**src/rtl/core/kvsp_pkg.sv**
```systemverilog
package kvsp_pkg;

  // default size of the lexer buffer in bytes
  localparam int unsigned BufferBytesDflt = 32'd4096;

  localparam int unsigned PosW  = 12;
  localparam int unsigned LineW = 16;

  // bytes removed from a quoted string, one quote at each end
  localparam logic [PosW-1:0] QuoteTrim = 12'd2;

  typedef enum logic [3:0] {
    TOK_ILLEGAL = 4'd0,
    TOK_NEWLINE = 4'd1,
    TOK_RETURN  = 4'd2,
    TOK_SPACE   = 4'd3,
    TOK_COMMENT = 4'd4,
    TOK_ASSIGN  = 4'd5,
    TOK_QUOTED  = 4'd6,
    TOK_RAW     = 4'd7,
    TOK_END     = 4'd8
  } kvsp_tok_e;

  typedef enum logic [2:0] {
    ERR_NONE     = 3'd0,
    ERR_NEWLINE  = 3'd1,
    ERR_COMMENT  = 3'd2,
    ERR_OPERATOR = 3'd3,
    ERR_STRING   = 3'd4,
    ERR_ILLEGAL  = 3'd5
  } kvsp_err_e;

  typedef enum logic [4:0] {
    PH_KEY    = 5'b00001,
    PH_ASSIGN = 5'b00010,
    PH_VALUE  = 5'b00100,
    PH_TRAIL  = 5'b01000,
    PH_END    = 5'b10000
  } kvsp_phase_e;

  typedef struct packed {
    logic [3:0]      token_kind;
    logic [PosW-1:0] token_position;
    logic [PosW-1:0] token_length;
    logic            comment_hits_end;
  } kvsp_tok_t;

  typedef struct packed {
    logic             statement_done;
    logic             pair_ready;
    logic [PosW-1:0]  key_start;
    logic [PosW-1:0]  key_size;
    logic [PosW-1:0]  value_start;
    logic [PosW-1:0]  value_size;
    logic [2:0]       error_code;
    logic             warning_code;
    logic [PosW-1:0]  error_column;
    logic [PosW-1:0]  warning_column;
    logic [LineW-1:0] line_number;
    logic             end_of_input;
  } kvsp_res_t;

endpackage

```
**src/rtl/core/kvsp_if.sv**
```systemverilog
interface kvsp_tok_if;
  import kvsp_pkg::*;

  logic      valid;
  logic      ready;
  kvsp_tok_t data;

  modport source (output valid, output data, input ready);
  modport sink (input valid, input data, output ready);
endinterface

interface kvsp_res_if;
  import kvsp_pkg::*;

  logic      valid;
  logic      ready;
  kvsp_res_t data;

  modport source (output valid, output data, input ready);
  modport sink (input valid, input data, output ready);
endinterface

```
**src/rtl/core/key_value_statement_parser.sv**
```systemverilog
// key = value statement parser, fed one lexer token per transaction
//
// token_i carries one token (type, buffer position, length and, for
// comments, whether skipping the line reached end of input). result_o
// returns exactly one result per token: whether the token closed a
// statement, whether a key/value pair is ready, the captured spans, the
// line count and the sticky error and warning status.
// a token accepted on token_i is held in the token register, evaluated
// against the parser state, and its result is written to the result
// register, from which it is offered on result_o.
// throughput: one token per cycle; the token register and the result
// register each take a new transaction whenever the stage after them
// frees up in the same cycle.
// reset (rst_ni low) returns the parser to waiting for a key and clears
// spans, line count, error and warning. after an error or an end of
// input the parser halts: tokens are still taken and answered, with the
// held status and no statement closed, until reset.
// a stall on result_o holds the result register, then the token
// register, and only then drops token_i.ready; nothing is lost.
module key_value_statement_parser #(
  parameter int unsigned BufferBytes = kvsp_pkg::BufferBytesDflt
) (
  input  logic       clk_i,
  input  logic       rst_ni,
  kvsp_tok_if.sink   token_i,
  kvsp_res_if.source result_o
);
  import kvsp_pkg::*;

  // token register in front of the parser logic
  kvsp_tok_t tok_q;
  logic      tok_valid_q, tok_valid_d;

  // result register on the output side
  kvsp_res_t res_q;
  kvsp_res_t res_next;
  logic      res_valid_q, res_valid_d;

  logic      advance;
  logic      tok_take;

  // the registered token moves on when the result register is free or drains now
  assign advance  = tok_valid_q && (!res_valid_q || result_o.ready);
  assign tok_take = token_i.valid && token_i.ready;

  assign token_i.ready = !tok_valid_q || advance;

  always_comb begin
    tok_valid_d = tok_valid_q;
    if (tok_take) begin
      tok_valid_d = 1'b1;
    end else if (advance) begin
      tok_valid_d = 1'b0;
    end
  end

  always_comb begin
    res_valid_d = res_valid_q;
    if (advance) begin
      res_valid_d = 1'b1;
    end else if (result_o.ready) begin
      res_valid_d = 1'b0;
    end
  end

  // parser state and the per-token decision
  kvsp_core #(
    .BufferBytes(BufferBytes)
  ) u_core (
    .clk_i    (clk_i),
    .rst_ni   (rst_ni),
    .step_en_i(advance),
    .tok_i    (tok_q),
    .res_o    (res_next)
  );

  always_ff @(posedge clk_i or negedge rst_ni) begin
    if (!rst_ni) begin
      tok_valid_q <= 1'b0;
      res_valid_q <= 1'b0;
    end else begin
      tok_valid_q <= tok_valid_d;
      res_valid_q <= res_valid_d;
    end
  end

  // payload registers, no reset needed
  always_ff @(posedge clk_i) begin
    if (tok_take) begin
      tok_q <= token_i.data;
    end
    if (advance) begin
      res_q <= res_next;
    end
  end

  assign result_o.valid = res_valid_q;
  assign result_o.data  = res_q;

endmodule

```
**src/rtl/core/kvsp_core.sv**
```systemverilog
module kvsp_core #(
  parameter int unsigned BufferBytes = kvsp_pkg::BufferBytesDflt
) (
  input  logic                clk_i,
  input  logic                rst_ni,
  input  logic                step_en_i,
  input  kvsp_pkg::kvsp_tok_t tok_i,
  output kvsp_pkg::kvsp_res_t res_o
);
  import kvsp_pkg::*;

  // highest start offset a quoted string may report
  localparam logic [PosW-1:0] StartLimit =
    ((BufferBytes - 1) > ((1 << PosW) - 1)) ? {PosW{1'b1}} : PosW'(BufferBytes - 1);

  kvsp_phase_e      phase_q, phase_d;
  logic [PosW-1:0]  origin_q, origin_d;
  logic [PosW-1:0]  key_start_q, key_start_d;
  logic [PosW-1:0]  key_len_q, key_len_d;
  logic [PosW-1:0]  val_start_q, val_start_d;
  logic [PosW-1:0]  val_len_q, val_len_d;
  logic [1:0]       have_q, have_d;
  logic [LineW-1:0] line_q, line_d;
  kvsp_err_e        err_q, err_d;
  logic             warn_q, warn_d;
  logic [PosW-1:0]  err_col_q, err_col_d;
  logic [PosW-1:0]  warn_col_q, warn_col_d;
  logic             halted_q, halted_d;

  logic             closed;
  logic             eof;
  kvsp_err_e        err_new;
  logic [PosW-1:0]  col;
  logic [PosW-1:0]  str_start;
  logic [PosW-1:0]  str_len;

  always_comb begin
    phase_d     = phase_q;
    origin_d    = origin_q;
    key_start_d = key_start_q;
    key_len_d   = key_len_q;
    val_start_d = val_start_q;
    val_len_d   = val_len_q;
    have_d      = have_q;
    line_d      = line_q;
    err_d       = err_q;
    warn_d      = warn_q;
    err_col_d   = err_col_q;
    warn_col_d  = warn_col_q;
    halted_d    = halted_q;
    closed      = 1'b0;
    eof         = 1'b0;
    err_new     = ERR_NONE;
    col         = '0;
    str_start   = tok_i.token_position;
    str_len     = tok_i.token_length;

    if (kvsp_tok_e'(tok_i.token_kind) == TOK_QUOTED) begin
      str_start = (tok_i.token_position >= StartLimit) ? StartLimit
                                                       : tok_i.token_position + 12'd1;
      str_len   = (tok_i.token_length >= QuoteTrim) ? tok_i.token_length - QuoteTrim
                                                    : '0;
    end

    if (!halted_q) begin
      // a closed statement: this token opens the next one
      if (phase_q == PH_END) begin
        phase_d     = PH_KEY;
        origin_d    = tok_i.token_position;
        key_start_d = '0;
        key_len_d   = '0;
        val_start_d = '0;
        val_len_d   = '0;
        have_d      = '0;
        warn_d      = 1'b0;
        warn_col_d  = '0;
      end
      col = tok_i.token_position - origin_d;

      unique case (kvsp_tok_e'(tok_i.token_kind))
        TOK_ILLEGAL: err_new = ERR_ILLEGAL;
        TOK_NEWLINE, TOK_RETURN: begin
          if (kvsp_tok_e'(tok_i.token_kind) == TOK_NEWLINE && line_q != {LineW{1'b1}}) begin
            line_d = line_q + 16'd1;
          end
          if (phase_d == PH_ASSIGN || phase_d == PH_VALUE) begin
            err_new = ERR_NEWLINE;
          end else if (phase_d == PH_TRAIL) begin
            closed = 1'b1;
          end
        end
        TOK_COMMENT: begin
          if (phase_d == PH_ASSIGN || phase_d == PH_VALUE) begin
            err_new = ERR_COMMENT;
          end else begin
            closed = 1'b1;
            eof    = tok_i.comment_hits_end;
          end
        end
        TOK_ASSIGN: begin
          if (phase_d == PH_ASSIGN) begin
            phase_d = PH_VALUE;
          end else begin
            err_new = ERR_OPERATOR;
          end
        end
        TOK_QUOTED, TOK_RAW: begin
          if (phase_d == PH_KEY) begin
            key_start_d = str_start;
            key_len_d   = str_len;
            have_d[0]   = 1'b1;
            phase_d     = PH_ASSIGN;
          end else if (phase_d == PH_ASSIGN) begin
            err_new = ERR_STRING;
          end else if (phase_d == PH_VALUE) begin
            val_start_d = str_start;
            val_len_d   = str_len;
            have_d[1]   = 1'b1;
            phase_d     = PH_TRAIL;
          end else if (!warn_d) begin
            warn_d     = 1'b1;
            warn_col_d = col;
          end
        end
        TOK_END: begin
          closed = 1'b1;
          eof    = 1'b1;
        end
        default: ;
      endcase

      if (err_new != ERR_NONE) begin
        closed    = 1'b1;
        err_d     = err_new;
        err_col_d = col;
        halted_d  = 1'b1;
      end
      if (eof) begin
        halted_d = 1'b1;
      end
      if (closed) begin
        phase_d = PH_END;
      end
    end
  end

  always_comb begin
    res_o.statement_done = closed;
    res_o.pair_ready     = closed && (have_d == 2'b11);
    res_o.key_start      = key_start_d;
    res_o.key_size       = key_len_d;
    res_o.value_start    = val_start_d;
    res_o.value_size     = val_len_d;
    res_o.error_code     = err_d;
    res_o.warning_code   = warn_d;
    res_o.error_column   = err_col_d;
    res_o.warning_column = warn_col_d;
    res_o.line_number    = line_d;
    res_o.end_of_input   = halted_d && (err_d == ERR_NONE);
  end

  always_ff @(posedge clk_i or negedge rst_ni) begin
    if (!rst_ni) begin
      phase_q     <= PH_KEY;
      origin_q    <= '0;
      key_start_q <= '0;
      key_len_q   <= '0;
      val_start_q <= '0;
      val_len_q   <= '0;
      have_q      <= '0;
      line_q      <= '0;
      err_q       <= ERR_NONE;
      warn_q      <= 1'b0;
      err_col_q   <= '0;
      warn_col_q  <= '0;
      halted_q    <= 1'b0;
    end else if (step_en_i) begin
      phase_q     <= phase_d;
      origin_q    <= origin_d;
      key_start_q <= key_start_d;
      key_len_q   <= key_len_d;
      val_start_q <= val_start_d;
      val_len_q   <= val_len_d;
      have_q      <= have_d;
      line_q      <= line_d;
      err_q       <= err_d;
      warn_q      <= warn_d;
      err_col_q   <= err_col_d;
      warn_col_q  <= warn_col_d;
      halted_q    <= halted_d;
    end
  end

  // once halted, only reset leaves that state
  assert property (@(posedge clk_i) disable iff (!rst_ni) halted_q |=> halted_q)
    else $error("halt released without reset");

  // the first error is kept for the rest of the run
  assert property (@(posedge clk_i) disable iff (!rst_ni)
                   (err_q != ERR_NONE) |=> $stable(err_q))
    else $error("recorded error changed");

  // an error always halts
  assert property (@(posedge clk_i) disable iff (!rst_ni)
                   (err_q != ERR_NONE) |-> halted_q)
    else $error("error recorded without halt");

  // a closed statement moves the parser to the end phase
  assert property (@(posedge clk_i) disable iff (!rst_ni)
                   (step_en_i && closed) |=> (phase_q == PH_END))
    else $error("statement closed but phase not at end");

  // the line count never goes backwards
  assert property (@(posedge clk_i) disable iff (!rst_ni)
                   1'b1 |=> (line_q >= $past(line_q)))
    else $error("line count decreased");

endmodule

```
**src/flat_wrapper.sv**
```systemverilog
// flat-port wrapper written by rule: the top's interface ports become plain ports
module key_value_statement_parser_flat import kvsp_pkg::*;
#(
  parameter int unsigned BufferBytes = kvsp_pkg::BufferBytesDflt
)
  (clk_i, rst_ni, token_i_valid, token_i_data, token_i_ready, result_o_valid, result_o_data, result_o_ready);
  kvsp_tok_if token_i_i ();
  kvsp_res_if result_o_i ();
  input  logic clk_i;
  input  logic rst_ni;
  input wire logic [$bits(token_i_i.valid)-1:0] token_i_valid;
  input wire logic [$bits(token_i_i.data)-1:0] token_i_data;
  output wire logic [$bits(token_i_i.ready)-1:0] token_i_ready;
  output wire logic [$bits(result_o_i.valid)-1:0] result_o_valid;
  output wire logic [$bits(result_o_i.data)-1:0] result_o_data;
  input wire logic [$bits(result_o_i.ready)-1:0] result_o_ready;
  assign token_i_i.valid = token_i_valid;
  assign token_i_i.data = token_i_data;
  assign token_i_ready = token_i_i.ready;
  assign result_o_valid = result_o_i.valid;
  assign result_o_data = result_o_i.data;
  assign result_o_i.ready = result_o_ready;
  key_value_statement_parser #(.BufferBytes(BufferBytes)) u_core (.clk_i(clk_i), .rst_ni(rst_ni), .token_i(token_i_i), .result_o(result_o_i));
endmodule
```
**config.mk**
```make
export PLATFORM = sky130hd
export DESIGN_NAME = key_value_statement_parser_flat
export DESIGN_NICKNAME = d
export VERILOG_FILES = /design/src/rtl/core/kvsp_pkg.sv /design/src/rtl/core/kvsp_if.sv /design/src/rtl/core/key_value_statement_parser.sv /design/src/rtl/core/kvsp_core.sv /design/src/flat_wrapper.sv
export SDC_FILE = /design/constraint.sdc
export NUM_CORES = 1
export LEC_CHECK = 0
export ABC_CLOCK_PERIOD_IN_PS = 4000
export CORE_ASPECT_RATIO = 1.25
export CORE_UTILIZATION = 50
export CTS_CLUSTER_DIAMETER = 60
export CTS_CLUSTER_SIZE = 16
export DETAILED_ROUTE_END_ITERATION = 16
export DONT_BUFFER_PORTS = 1
export GPL_TIMING_DRIVEN = 0
export PLACE_DENSITY = 0.71
export RECOVER_POWER = 50
export SLEW_MARGIN = 20
export SYNTH_ARGS = -nofsm -noshare
export SYNTH_HDL_FRONTEND = slang
export SYNTH_HIERARCHICAL = 1
export SYNTH_SLANG_ARGS = --single-unit
```
**constraint.sdc**
```tcl
create_clock -name clk_i -period 4 [get_ports clk_i]
set_input_delay 0.8 -clock clk_i [delete_from_list [all_inputs] [get_ports clk_i]]
set_output_delay 0.8 -clock clk_i [all_outputs]
set_load 0.005 [all_outputs]
```
==> flow_summary.toml <==
[drt]
via_count = 7433
routedWlPerCell_um = 17.96
first_pass_iters = 5
drt_wl_total_um = 23450
drcViolationCount = 0
drt_iter0_drc = 540
ant_nets = 0
vias_per_cell = 5.691

[timing]
slew_headroom_pct = -88.26
rsz0062_at_grt = "yes"
finalCritPeriodShare_pct = 97.56
drv_slew = 144
setup_slack_ns = 0.09752
worst_slew_pin_slew_ns = 2.824
skew_ns = 0.01968
min_period_ns = 3.902
max_freq_ghz = 0.2562
hold_violations = 0
setup_viol = 0

[worst_setup_path]
cp_cell_sequence = "buf_6, nor4_4, and2_4, clkbuf_4, buf_6, mux2i_1, ha_1, inv_1, a2111oi_1, a2111oi_2, nand2_1, buf_4, a211oi_2, a311oi_4, o21ai_0"
critPathArrivalTime_ns = 4.14
end_kind = "flip-flop"
worst-path-max-fanout = 10
path_buf_inv = 5
cp_common_cell = "buf_6"
cp-start-kind = "flip-flop"
cp_top_family = "compound AO/OA/AOI/OAI gates"
r2r_start = "u_core/u_core/phase_q[2]"
cp.required_ns = 4.23
critPathSlowestCell = "a2111oi_1"
regToRegSetupSlack_ns = 0.1
slowest_delay_ns = 0.60
setup.worst_path.class = "flip-flop to flip-flop"
reg2reg_to = "u_core/result_o.data[40]"
ff2ff_path_depth = 15

[layout]
fillerInstances = 1802
layout_common_cells = "nand2_1 (198), o21ai_0 (144), edfxtp_1 (124), dfrtp_1 (113), clkbuf_1 (54)"
final_util_pct = 56.47
final_common_cell = "nand2_1"
largest_register_ffs = 95
syn_to_final_growth_pct = 9.705
antennaDiodeCount = 0
drive_above_1_share_pct = 9.012
fin_nets = 1064
design_area_um2 = 11880

[pwr]
ir_drop_mv = 0.3551
power.total_mw = 7.852
power.density_nw_per_um2 = 660.9
p_leak_nw = 4.618

[floorplan]
die_x_um = 133.6
io_pins = 130
core-area_um2 = 21040
num_rows = 59
die_area_um2 = 22250
start_util_pct = 51.47
die_y_um = 166.5

[worst_hold_path]
hold_class = "input pin to asynchronous set/reset pin"

[synthesis]
ys_ff_latch = 238
yosysSeqAreaShare_pct = 60.74
synth-edff-count = 124
syn-mean-instance-area_um2 = 10.93
netlist_top_cells_area = "edfxtp_1 (34%), dfrtp_1 (26%), nand2_1 (6.9%)"
yosysUniqueCellTypes = 68
synth_nets = 1036
ys.flop_type = "edfxtp_1"
synth_area_leader_cell = "edfxtp_1"
syn_area_um2 = 10830
async_flop_share_pct = 47.90
synthCells = 991
synth_warnings = 6
synth_top_area_share_pct = 34.38

[grt]
grt_usage_pct = 20.96
antenna_found_initial = 2
grt_max_degree = 114
grt_pass1_wl_um = 37210
grt_pass1_vias = 7209
overflow = 0

[outcome]
failed_checks = "capacitance limit, slew limit"
status = "finished with violations"

[placement]
placed_area_um2 = 11200
dp_hpwl_um = 16000
io_buffer_count = 0
dpl_worst_slack_ns = -0.8368
gp_congestion = 0.8605

[clock_tree]
clk_pin_slew_worst_paths_ns = 0.07
cts_tree = "built"
numCtsBuffers = 19
cts_sinks = 238
worstSkewPairLatency_ns = 0.51
cts.htree.levels = 1
cts_root_buf = "clkbuf_16"
clockBufferDepth = 3

[job]
drv_cap = 2
[per-stage QoR]
step | instances | hold WS (ns) | setup TNS, ns
after global placement | 1265 | 0.4570 | -50.32
final | 1306 | 0.1322 | 0
after detailed placement | 1266 | 0.4578 | -16.14
after CTS | 1303 | 0.1176 | 0
after global routing | 1306 | 0.1120 | -0.5182
after floorplan | 991 | 0.4406 | 0
[final cells by class]
type	instances	area, µm²	area share, %
buffer	58	280.3	2.359
sequential	238	6578	55.37
tap	274	342.8	2.886
multi-input combinational	682	4005	33.71
clock buffer	31	530.5	4.466
clock inverter	3	28.78	0.2422
inverter	14	52.55	0.4423
timing repair buffer	6	62.56	0.5266
[synth_stat cells (all sizes together) (6+ instances only)]
library cell  count
nand4            14
or2               6
nand2b           17
nor2             32
xnor2            37
buf              14
nor4             12
inv              14
mux2i            10
a21oi            26
xor2             15
o21ai           156
nor3             16
nand3            20
edfxtp          124
or3               7
and3             11
ha               11
o21a              7
dfrtp           113
nand2           199
and2             12
mux2             19
clkbuf           44
[cell families (layout without fill, tap and decap cells)]
logic type               Yosys count  in the layout  share of synthesized area [%]
XOR/XNOR                          52             52                          4.206
AO/OA/AOI/OAI                    223            223                          11.83
AND/OR/NAND/NOR                  363            364                          15.67
buffers and inverters             72            112                          2.981
multiplexers                      29             29                          2.935
flip-flops                       238            238                          60.74
adder cells (fa/ha/maj)           14             14                          1.641
[per-layer routing]
| layer | share of wire [%] | global-route usage [%] |
|---|---|---|
| met5 | 0.047 | 0 |
| met4 | 2.0 | 6.374 |
| met3 | 5.0 | 4.201 |
| met2 | 51 | 37.07 |
| met1 | 42 | 25.64 |
[worst max path at each step]
stage	slack, ns	to	cells past startpoint	from
floorplan	0.14	u_core/result_o.data[28]	13	u_core/u_core/phase_q[3]
global placement	-0.90	u_core/result_o.data[28]	13	u_core/u_core/phase_q[3]
detailed placement	-0.84	u_core/result_o.data[28]	13	u_core/u_core/phase_q[3]
CTS	0.02	u_core/result_o.data[40]	13	u_core/u_core/phase_q[3]
global route	-0.10	u_core/result_o.data[40]	15	u_core/u_core/phase_q[2]
finish	0.1	u_core/result_o.data[40]	15	u_core/u_core/phase_q[2]
[power by group]
| group | switching (mW) | internal [mW] |
|---|---|---|
| clock network | 0.833 | 0.921 |
| registers | 0.323 | 3.25 |
| logic | 1.57 | 0.958 |
| total | 2.73 | 5.12 |
[repair_timing]
item | 4_1_cts | 5_1_grt
gates resized for setup | 12 | 8
hold endpoints to repair | 113 | 0
pin swaps | 3 | 3
hold buffers | 1 | 0
buffers inserted | 2 | 2
cloned | 0 | 1
endpoints found under the setup margin | 30 | 37
(Power assumes the default switching activity.)
